`src/sv/kcs_pkg.sv`:
```
// Shared types and constants for the keyframe curve sampler.
// No dependencies; every other file of the block but kcs_ram uses this package.
`default_nettype none

package kcs_pkg;

  // Fixed-point format and table sizes
  localparam int FRAC_BITS    = 16;
  localparam int SEARCH_STEPS = 20;
  localparam int MAX_KEYS     = 64;
  localparam int MAX_PARAMS   = 4;

  localparam int KEY_W    = $clog2(MAX_KEYS);
  localparam int PAR_W    = $clog2(MAX_PARAMS);
  localparam int DADDR_W  = KEY_W + PAR_W;
  localparam int STEP_W   = $clog2(SEARCH_STEPS);
  localparam int DCNT_W   = $clog2(FRAC_BITS);
  localparam int NKEYS_W  = 7;
  localparam int NPAR_W   = 3;
  localparam int CFG_DW   = 7;

  // Bezier search: unit interval and convergence window
  localparam int FX_W = FRAC_BITS + 1;
  localparam logic [FX_W-1:0] ONE_FX = FX_W'(1) << FRAC_BITS;
  localparam int EPS_INT = ((1 << FRAC_BITS) + 500) / 1000;

  // Configuration register indexes
  typedef enum logic [0:0] {
    CFG_KEYS   = 1'b0,
    CFG_PARAMS = 1'b1
  } cfg_index_t;

  typedef enum logic [0:0] {
    OP_WRITE  = 1'b0,
    OP_SAMPLE = 1'b1
  } opcode_t;

  typedef enum logic [0:0] {
    MODE_LINEAR = 1'b0,
    MODE_BEZIER = 1'b1
  } interp_mode_t;

  typedef enum logic [1:0] {
    ST_OK      = 2'd0,
    ST_NO_SEG  = 2'd1,
    ST_NO_CONV = 2'd2,
    ST_WRITE   = 2'd3
  } status_t;

  // Classified item handed from the front to the back
  typedef struct packed {
    logic              is_sample;
    logic [KEY_W-1:0]  key_index;
    logic [PAR_W-1:0]  param_index;
    logic [31:0]       item_time;
    logic [31:0]       key_value;
    logic [31:0]       in_x;
    logic [31:0]       in_y;
    logic [31:0]       out_x;
    logic [31:0]       out_y;
    logic              mode;
  } cmd_t;

  // One parameter's entry in the data memory
  typedef struct packed {
    logic [31:0] key_value;
    logic [31:0] in_x;
    logic [31:0] in_y;
    logic [31:0] out_x;
    logic [31:0] out_y;
  } entry_t;

  // One result item
  typedef struct packed {
    logic [PAR_W-1:0] out_param;
    logic [31:0]      out_value;
    status_t          status;
    logic             last;
  } res_t;

  // Queue status seen by the back
  typedef struct packed {
    logic valid;
    cmd_t cmd;
  } head_t;

endpackage

`default_nettype wire

```
`src/sv/kcs_if.sv`:
```
// Handshake channels of the keyframe curve sampler: item in, result out.
// Depends on kcs_pkg for field widths.
`default_nettype none

interface kcs_in_if;
  logic                        valid;
  logic                        ready;
  logic                        opcode;
  logic [kcs_pkg::KEY_W-1:0]   key_index;
  logic [kcs_pkg::PAR_W-1:0]   param_index;
  logic signed [31:0]          key_time;
  logic signed [31:0]          key_value;
  logic signed [31:0]          in_tangent_x;
  logic signed [31:0]          in_tangent_y;
  logic signed [31:0]          out_tangent_x;
  logic signed [31:0]          out_tangent_y;
  logic                        interp_mode;
  logic signed [31:0]          sample_time;

  modport source (
    output valid, opcode, key_index, param_index, key_time, key_value,
           in_tangent_x, in_tangent_y, out_tangent_x, out_tangent_y,
           interp_mode, sample_time,
    input  ready
  );
  modport sink (
    input  valid, opcode, key_index, param_index, key_time, key_value,
           in_tangent_x, in_tangent_y, out_tangent_x, out_tangent_y,
           interp_mode, sample_time,
    output ready
  );
endinterface


`default_nettype wire

```
`src/sv/kcs_front.sv`:
```
// Front of the sampler: accepts items, classifies them and queues them.
// Depends on kcs_pkg and kcs_if.
`default_nettype none

module kcs_front (
  input  wire logic           clk,
  input  wire logic           rst,
  kcs_in_if.sink              in_ch,
  input  wire logic           pop,
  output kcs_pkg::head_t      head
);

  kcs_pkg::cmd_t entries [2];
  logic          wr_ptr;
  logic          rd_ptr;
  logic [1:0]    count;
  logic          push;
  kcs_pkg::cmd_t cmd_in;

  assign in_ch.ready = (count != 2'd2);
  assign push        = in_ch.valid && in_ch.ready;

  // Classify: a sample carries its sample time in the time slot
  always_comb begin
    cmd_in.is_sample   = (in_ch.opcode == kcs_pkg::OP_SAMPLE);
    cmd_in.key_index   = in_ch.key_index;
    cmd_in.param_index = in_ch.param_index;
    cmd_in.item_time   = cmd_in.is_sample ? in_ch.sample_time : in_ch.key_time;
    cmd_in.key_value   = in_ch.key_value;
    cmd_in.in_x        = in_ch.in_tangent_x;
    cmd_in.in_y        = in_ch.in_tangent_y;
    cmd_in.out_x       = in_ch.out_tangent_x;
    cmd_in.out_y       = in_ch.out_tangent_y;
    cmd_in.mode        = in_ch.interp_mode;
  end

  // Queue storage
  always_ff @(posedge clk) begin
    if (push) begin
      entries[wr_ptr] <= cmd_in;
    end
  end

  // Queue pointers
  always_ff @(posedge clk) begin
    if (rst) begin
      wr_ptr <= 1'b0;
      rd_ptr <= 1'b0;
      count  <= 2'd0;
    end else begin
      if (push) wr_ptr <= ~wr_ptr;
      if (pop)  rd_ptr <= ~rd_ptr;
      count <= count + 2'(push) - 2'(pop);
    end
  end

  assign head.valid = (count != 2'd0);
  assign head.cmd   = entries[rd_ptr];

endmodule

`default_nettype wire

```
`src/flat_wrapper.sv`:
```
// flat-port wrapper written by rule: the top's interface ports become plain ports
module kcs_front_flat 
  (clk, rst, pop, head, in_ch_valid, in_ch_opcode, in_ch_key_index, in_ch_param_index, in_ch_key_time, in_ch_key_value, in_ch_in_tangent_x, in_ch_in_tangent_y, in_ch_out_tangent_x, in_ch_out_tangent_y, in_ch_interp_mode, in_ch_sample_time, in_ch_ready);
  kcs_in_if in_ch_i ();
  input  wire logic clk;
  input  wire logic rst;
  input  wire logic pop;
  output kcs_pkg::head_t head;
  input wire logic [$bits(in_ch_i.valid)-1:0] in_ch_valid;
  input wire logic [$bits(in_ch_i.opcode)-1:0] in_ch_opcode;
  input wire logic [$bits(in_ch_i.key_index)-1:0] in_ch_key_index;
  input wire logic [$bits(in_ch_i.param_index)-1:0] in_ch_param_index;
  input wire logic [$bits(in_ch_i.key_time)-1:0] in_ch_key_time;
  input wire logic [$bits(in_ch_i.key_value)-1:0] in_ch_key_value;
  input wire logic [$bits(in_ch_i.in_tangent_x)-1:0] in_ch_in_tangent_x;
  input wire logic [$bits(in_ch_i.in_tangent_y)-1:0] in_ch_in_tangent_y;
  input wire logic [$bits(in_ch_i.out_tangent_x)-1:0] in_ch_out_tangent_x;
  input wire logic [$bits(in_ch_i.out_tangent_y)-1:0] in_ch_out_tangent_y;
  input wire logic [$bits(in_ch_i.interp_mode)-1:0] in_ch_interp_mode;
  input wire logic [$bits(in_ch_i.sample_time)-1:0] in_ch_sample_time;
  output wire logic [$bits(in_ch_i.ready)-1:0] in_ch_ready;
  assign in_ch_i.valid = in_ch_valid;
  assign in_ch_i.opcode = in_ch_opcode;
  assign in_ch_i.key_index = in_ch_key_index;
  assign in_ch_i.param_index = in_ch_param_index;
  assign in_ch_i.key_time = in_ch_key_time;
  assign in_ch_i.key_value = in_ch_key_value;
  assign in_ch_i.in_tangent_x = in_ch_in_tangent_x;
  assign in_ch_i.in_tangent_y = in_ch_in_tangent_y;
  assign in_ch_i.out_tangent_x = in_ch_out_tangent_x;
  assign in_ch_i.out_tangent_y = in_ch_out_tangent_y;
  assign in_ch_i.interp_mode = in_ch_interp_mode;
  assign in_ch_i.sample_time = in_ch_sample_time;
  assign in_ch_ready = in_ch_i.ready;
  kcs_front u_core (.clk(clk), .rst(rst), .in_ch(in_ch_i), .pop(pop), .head(head));
endmodule
```
`config.mk`:
```
export PLATFORM = sky130hd
export DESIGN_NAME = kcs_front_flat
export DESIGN_NICKNAME = d
export VERILOG_FILES = /design/src/sv/kcs_pkg.sv /design/src/sv/kcs_if.sv /design/src/sv/kcs_front.sv /design/src/flat_wrapper.sv
export SDC_FILE = /design/constraint.sdc
export NUM_CORES = 1
export LEC_CHECK = 0
export BUFFER_PORTS_ARGS = -buffer_cell sky130_fd_sc_hd__clkbuf_2
export CAP_MARGIN = 20
export CORE_AREA = 2 2 175 177
export CTS_CLUSTER_SIZE = 28
export DETAILED_ROUTE_END_ITERATION = 16
export DIE_AREA = 0 0 177 179
export GPL_TIMING_DRIVEN = 1
export PLACE_DENSITY = 0.84
export SYNTH_ARGS = -nofsm -noshare
export SYNTH_HDL_FRONTEND = slang
export SYNTH_SLANG_ARGS = --single-unit
```
`constraint.sdc`:
```
create_clock -name clk -period 6.2 [get_ports clk]
set_clock_uncertainty 0.15 [all_clocks]
set_input_delay 0.31 -clock clk [delete_from_list [all_inputs] [get_ports clk]]
set_output_delay 0.31 -clock clk [all_outputs]
set_load 0.05 [all_outputs]
```
# Yosys cells after proc, flatten, opt, wreduce, memory -nomap -nowiden

Memory sizes are Yosys's and may differ from the RTL's. A register that Yosys moved wholly into a read port is not among the register bits.
Index checks and enable logic that the tools add are counted.

Bits in writable memories: 404
Flip-flop bits (word level): 4
Bits in read-only memories: 0
Bits in latches: 0
Memories kept: 1
Word-level logic and storage cells: 16

Memories:

| memory         | depth | width | rd ports | clocked after Yosys merged registers in | wr ports | RTL line        | text |
|---|---|---|---|---|---|---|---|
| u_core.entries | 2     | 202   | 1        | 1                                       | 1        | kcs_front.sv:13 | `kcs_pkg::cmd_t entries [2];` |

Equal/unequal tests: 1
Bitwise gates (word level): 2
Multipliers: 0
Reduce and logical (&&, ||, !) cells: 2
Shift-type cells: 0
Multiplexer cells: 5
Add/subtract/negate cells: 2
$lt $le $gt $ge: 0
Div/mod/pow operators: 0

Operator list:

| operator                                     | count |
|---|---|
| 2-to-1 mux 32 bit                            | 1 |
| 2-to-1 mux 1 bit                             | 4 |
| adder 2 x 1 -> 2 bit                         | 1 |
| inequality test 2 bit, second input constant | 1 |
| NOT 1 bit                                    | 2 |
| nonzero test 2 bit                           | 1 |
| subtractor 2 x 1 -> 2 bit                    | 1 |
| logical AND 1 bit                            | 1 |

# Depth between registers and ports, before layout

Gate-level depths: netlist of the first run.

Depth in word-level cells: 4
Mapped depth: 5

# Worst setup path after synthesis of the first run

OpenSTA, ideal clock, no wires.

Path kind: register to register
Start point: register u_core.count[1]
End point: memory u_core.entries[0][0] (netlist name) (enable)
Stages on the path, launching flop included: 4
Setup slack: 843 ps
Path buffers: 0
Required time: 5496 ps
Clock period less this slack: 5357 ps
Arrival time: 4653 ps
Cells stage by stage: dfxtp_1 > or2b_4 > nand3b_1 > inv_1

Word-level cells in the longest chain between the ends: 4

RTL lines:

| what                                   | RTL line           | text |
|---|---|---|
| from (decl)                            | kcs_front.sv:16    | `logic [1:0] count;` |
| from (signal assigned)                 | kcs_front.sv:53    | `count <= count + 2'(push) - 2'(pop);` |
| inequality test 2 bit                  | kcs_front.sv:20    | `assign in_ch.ready = (count != 2'd2);` |
| via in_ch_ready                        | flat_wrapper.sv:21 | `output wire logic [$bits(in_ch_i.ready)-1:0] in_ch_ready;` |
| logical AND 1 bit                      | kcs_front.sv:21    | `assign push = in_ch.valid && in_ch.ready;` |
| 2-to-1 mux 1 bit                       | kcs_front.sv:39    | `if (push) begin` |
| 2-to-1 mux 1 bit (implied by the code) | kcs_front.sv:40    | `entries[wr_ptr] <= cmd_in;` |
| to (decl)                              | kcs_front.sv:13    |  |

The timed path passes the listed nets, and every way through them passes these cells.

==> results of run 1 <==
worst max-delay path, stage by stage, from the launching register on:
cell and delay [ps]:
dfxtp_4 350, buf_12 610, mux2_2 460, clkbuf_2 250
power by group:
part	switching [mW]	leakage, nW	internal, mW
clock	0.987	0.639	1.42
combinational	1.03	3.80	0.465
sequential	0.0578	3.80	3.30
area by class of cell:
| class | instances | area, sq um | share of cell area, % |
|---|---|---|---|
| multi-input combinational | 253 | 2780 | 12.9 |
| inverter | 2 | 15.0 | 0.0699 |
| sequential | 409 | 12200 | 57.0 |
| clock buffer | 49 | 1060 | 4.92 |
| tap | 396 | 495 | 2.31 |
| timing repair buffer | 683 | 4640 | 21.6 |
| clock inverter | 23 | 246 | 1.15 |
| antenna | 7 | 17.5 | 0.0815 |
worst max path at each step:
stage,startpoint,endpoint,cells after the start
after global routing,flop,head[92],3
final,flop,head[196],3
after global placement,u_core.count[1]$_SDFF_PP0_,u_core.entries[0][173]$_DFFE_PP_,4
after floorplan,u_core.count[1]$_SDFF_PP0_,u_core.entries[0][0]$_DFFE_PP_,3
after detailed placement,u_core.count[1]$_SDFF_PP0_,u_core.entries[0][173]$_DFFE_PP_,4
after CTS,flop,head[42],3
cells in the mapped netlist (all sizes together):
library cell | number | share of area, %
nor2b | 1 | 0.041
a21oi | 2 | 0.066
and2b | 1 | 0.049
or2b | 1 | 0.074
dfxtp | 5 | 0.66
inv | 2 | 0.049
or2 | 1 | 0.041
buf | 25 | 1.6
a21o | 1 | 0.057
mux2 | 235 | 17
and3 | 1 | 0.049
mux2i | 1 | 0.066
xnor2 | 1 | 0.057
ha | 1 | 0.082
edfxtp | 404 | 79
nand3 | 1 | 0.033
nand3b | 1 | 0.049
a21bo | 1 | 0.066
nor2 | 3 | 0.074
clkbuf | 1 | 0.025
nand2 | 1 | 0.025
sequential cells by signal, indices dropped and copies added, names as in the netlist, named ones only:
name / cells
u_core.entries: 404
u_core.count: 2
u_core.rd_ptr: 1
u_core.wr_ptr: 1
layer usage:
layer	wire [um]	share of wire (%)	global-route usage (%)
met5	0	0	0
met4	1110	3.0	7.89
met3	3060	8.2	6.30
met2	19900	54	41.4
met1	13000	35	24.0
kinds of logic (layout without fill, tap and decap cells):
kind of cell	count (synthesis)	after routing	share of synthesized area, %
XOR/XNOR	1	1	0.0574
flip-flops	409	409	80.1
adder cells (fa/ha/maj)	1	1	0.0819
buffers and inverters	28	757	1.71
AO/OA/AOI/OAI	4	4	0.189
AND/OR/NAND/NOR	11	11	0.434
other	0	7	0
multiplexers	236	236	17.4
metrics by stage:
| stage | power [mW] | setup slack (ps) |
|---|---|---|
| 2_1_floorplan | 4.44 | 843 |
| 3_5_place_dp | 4.75 | 3490 |
| 6_report | 7.27 | 3140 |
| 4_1_cts | 7.26 | 3290 |
| 3_3_place_gp | 4.72 | 3550 |
| 5_1_grt | 7.49 | 3180 |
==> results by group, run 1 <==
Setup path
  – Critical Path Sink Type: output port
  – Critical path arrival: 2600 ps
  – WP data required: 5740 ps
  – Startpoint Class: flop
  – FF-to-FF path depth: 4
  – R2r setup slk: roughly 3400 ps
  – Crit Path Category: reg2out
  – Worst Path Max Fanout: 202
  – R2R Path End: u_core.entries[0][181]$_DFFE_PP_
  – FF-to-FF Start: u_core.count[1]$_SDFF_PP0_

Place
  – Hpwl dp: ~20000 um
  – Inst Count DP: between 1500 and 2000
  – Cell Area, Placed: ~18000 sq um
  – Final GP Congestion: 0.747
  – Port Buffers: 441

Clock tree
  – CTS H-tree lvls: 2
  – Clk root buf: clkbuf_16
  – Skew-Pair Late Insertion Delay: between 500 and 600 ps
  – Clock Pin Slew Worst Setup and Hold Paths: roughly 60 ps
  – Largest buffer count on any clock path: 3
  – Resize count post-CTS: 0
  – CTS buffer count: 41
  – CTS Hold Bufs: between 200 and 250
  – Clock Sinks: 409
  – Setup repair bufs after CTS: 0
  – CTS tree: done

Drt
  – Drt total wl: 37100 um
  – Residual DRC: 0
  – Initial drt markers: roughly 560
  – Drt wl/cell: between 20 and 25 um
  – Drt pass-1 iters: 5
  – DR vias/cell: 5.08
  – Final ANT Viol Nets: 0
  – Vias post-DR: 9247

Flow run
  – Maxcap violations: 0

Power
  – Power Density: 338 nW/um^2
  – Leak pwr: 8.25 nW
  – VDD IR max: between 0.2 and 0.3 mV

Synthesis
  – Mapped cell area: 15300 sq um
  – Count of cell types in the netlist: 24
  – Mapped Cells: 690
  – Post-synthesis sequential area ratio: roughly four fifths
  – Yosys reg bits: 409
  – Syn_area_per_cell: 22.1 sq um
  – Yosys warns: 0
  – Synth Net Count: approximately 930

Cells and area
  – Final Cell Area: about 21000 sq um
  – Commonest non-fill, non-tap cell in the layout: clkbuf_2
  – Area Growth Syn to Fin: 40.7%
  – Final Core Density: between 70% and 80%
  – Fin nets: 1629
  – Fill cells: approximately 1700
  – Fraction of layout instances using a drive strength above 1: 52.4%
  – Non-filler cells, final: around 1800
  – Most frequent cells in the layout: clkbuf_2 (441), edfxtp_1 (404), dlygate4sd3_1 (237)

Global routing
  – GR Overflow Total: 0
  – Vias in the first global route: roughly 10000
  – Largest net degree at the start of global routing: a little over 200
  – First-pass GRT wire length: 53500 um
  – Initial antenna violation count: 7
  – GRT Util Overall: 22.2%

STA
  – Final TNS setup: 0 ps
  – Pins Over Slew Limit: 0
  – Fin crit period: 3060 ps
  – Least-Margin Pin Slew: approximately 1300 ps
  – Minimum hold slack: around 360 ps
  – Setup violators final: 0
  – Unrepaired setup endpoints after global routing: false
  – Hold Fails Final Rpt: 0
  – Period utilization: 49.3%
  – Max Clock Freq: between 300 and 400 MHz
  – Slew margin rel.: 11.3%

Die
  – Die Y: 179 um
  – Die area: ~32000 sq um
  – Die X: 177 um
  – Cell Rows: 64
  – Core box area: 30000 sq um
  – Io pins: 442
  – Initial core utilization: 50.8%

Hold path
  – Hold path depth: 2
  – Hold Crit Class: in2reg
  – Hold Path Origin: in_ch_out_tangent_y[20]
  – Worst hold endpoint: u_core.entries[0][21]$_DFFE_PP_

Outcome
  – Outcome: completed
(Power assumes the default switching activity.)
==> run 2: changes to the inputs <==
CORE_AREA = 2 2 184 186   (was 2 2 175 177)
DIE_AREA = 0 0 186 188   (was 0 0 177 179)
PLACE_DENSITY = 0.8   (was 0.84)
clock period = 2.6 ns   (was 6.2 ns; I/O delays follow)
==> results by group, run 2 (synthesis results as in run 1) <==
Cells and area
  – Most frequent cells in the layout: clkbuf_2 (441), edfxtp_1 (404), dlygate4sd3_1 (239)
  – Fill cells: 2119
  – Most flop-heavy register: u_core.entries
  – Commonest non-fill, non-tap cell in the layout: clkbuf_2
  – Area Growth Syn to Fin: 42.0%
  – Reg area: 12200 sq um
  – Max reg flops: slightly above 400
  – Fraction of layout instances using a drive strength above 1: 52.5%
  – Final Core Density: 65.5%
  – Top flop regs: u_core.entries (404), u_core.count (2)
  – Multi-input gate area: 2780 sq um
  – Fin nets: 1643

STA
  – Slew margin rel.: about 40%
  – Setup violators final: 0
  – Unrepaired setup endpoints after global routing: false
  – Hold Fails Final Rpt: 0
  – Max Clock Freq: between 400 and 500 MHz
  – Pins Over Slew Limit: 0
  – Least-Margin Pin Slew: about 900 ps
  – Fin crit period: 2420 ps
  – Final TNS setup: 0 ps
  – Period utilization: 93.1%

Place
  – Hpwl dp: 21300 um
  – Final GP Congestion: 0.745
  – Port Buffers: 441

Die
  – Die area: 35000 sq um
  – Die X: 186 um
  – Io pins: between 400 and 500
  – Initial core utilization: 46.1%
  – Core box area: 33100 sq um
  – Die Y: 188 um
  – Cell Rows: 67

Hold path
  – Hold Crit Class: in2reg
  – Hold path depth: 2
  – Worst hold endpoint: u_core.entries[0][91]$_DFFE_PP_
  – Hold Path Origin: in_ch_in_tangent_y[26]

Setup path
  – FF-to-FF Start: u_core.count[0]$_SDFF_PP0_
  – FF-to-FF path depth: 6
  – Crit path largest cell delay: 510 ps
  – WP data required: 2320 ps
  – Critical Path Sink Type: output port
  – Startpoint Class: flop
  – Critical path arrival: 2140 ps
  – Worst Path Max Fanout: 71
  – Worst path slowest cell: dfxtp_4
  – R2R Path End: u_core.count[0]$_SDFF_PP0_
  – R2r setup slk: 330 ps
  – Crit Path Category: reg2out
  – Critical-path cell list: buf_12 > mux2_2 > clkbuf_2

Flow run
  – Maxcap violations: 0

Clock tree
  – Largest buffer count on any clock path: 3
  – CTS buffer count: 42
  – Resize count post-CTS: 0
  – Skew-Pair Late Insertion Delay: 540 ps
  – Clock Pin Slew Worst Setup and Hold Paths: 60 ps
  – Clk root buf: clkbuf_16
  – CTS tree: done
  – Clock Sinks: 409
  – CTS H-tree lvls: 2

Global routing
  – GRT Util Overall: 20.6%
  – Largest net degree at the start of global routing: 100
  – Initial antenna violation count: 1
  – First-pass GRT wire length: 54500 um
  – GR Overflow Total: 0
  – Vias in the first global route: approximately 10000

Power
  – Leak pwr: 8.29 nW
  – Pwr Total: ~17 mW
  – VDD IR max: ~0.62 mV
  – Power Density: 787 nW/um^2

Drt
  – Vias post-DR: 9149
  – Residual DRC: 0
  – Drt pass-1 iters: 4
  – Drt total wl: ~37000 um
  – Final ANT Viol Nets: 0
  – Initial drt markers: 443
  – DR vias/cell: 4.86
  – Drt wl/cell: 19.7 um

Outcome
  – Outcome: completed
run 2: layout make-up:
type | instances | area share [%]
tap | 448 | 2.59
inverter | 2 | 0.0519
clock inverter | 19 | 0.652
antenna | 1 | 0.0115
sequential | 409 | 56.4
multi-input combinational | 253 | 12.8
timing repair buffer | 696 | 22.4
clock buffer | 53 | 5.04
run 2: worst max path at each step:
stage	slack, ps	to	startpoint	cells past startpoint
5_1_grt	90	head[195]	flop	4
4_1_cts	150	head[195]	flop	4
3_5_place_dp	680	u_core.entries[0][14]$_DFFE_PP_	u_core.count[1]$_SDFF_PP0_	4
3_3_place_gp	700	u_core.entries[0][114]$_DFFE_PP_	u_core.count[1]$_SDFF_PP0_	4
2_1_floorplan	-1800	u_core.entries[0][0]$_DFFE_PP_	u_core.count[1]$_SDFF_PP0_	3
6_report	180	head[60]	flop	3
run 2: power breakdown:
group          internal, mW  total (mW)  switching, mW
sequential             7.86        8.00          0.140
combinational          1.17        3.63           2.47
clock                  3.08        5.44           2.36
run 2: stage by stage:
stage | hold slack [ps] | instance area (sq um) | setup slack, ps | cells
after floorplan | 49.1 | 15300 | -1800 | 690
after global routing | 155 | 21700 | 86.0 | 1881
after detailed placement | 172 | 18000 | 682 | 1569
after CTS | 138 | 21700 | 149 | 1880
final | 175 | 21700 | 178 | 1881
after global placement | 169 | 18000 | 702 | 1569
run 2: worst max-delay path, delay by kind of cell (launching register included):
family                 cells  cell delay [ps]
buffers and inverters      2              620
flip-flops                 1              510
multiplexers               1              400
run 2: per-layer routing:
metal	vias to the layer above	wire [um]	GRT usage, %
met3	86	2890	5.48
met2	432	19300	37.8
met1	4432	13300	22.1
met5	-	0	0
li1	4199	-	-
met4	0	1440	8.84
run 2: timing repair:
action                    in CTS  in global routing
hold endpoints to repair     408                  0
buffers inserted               0                  0
hold buffers                 239                  0
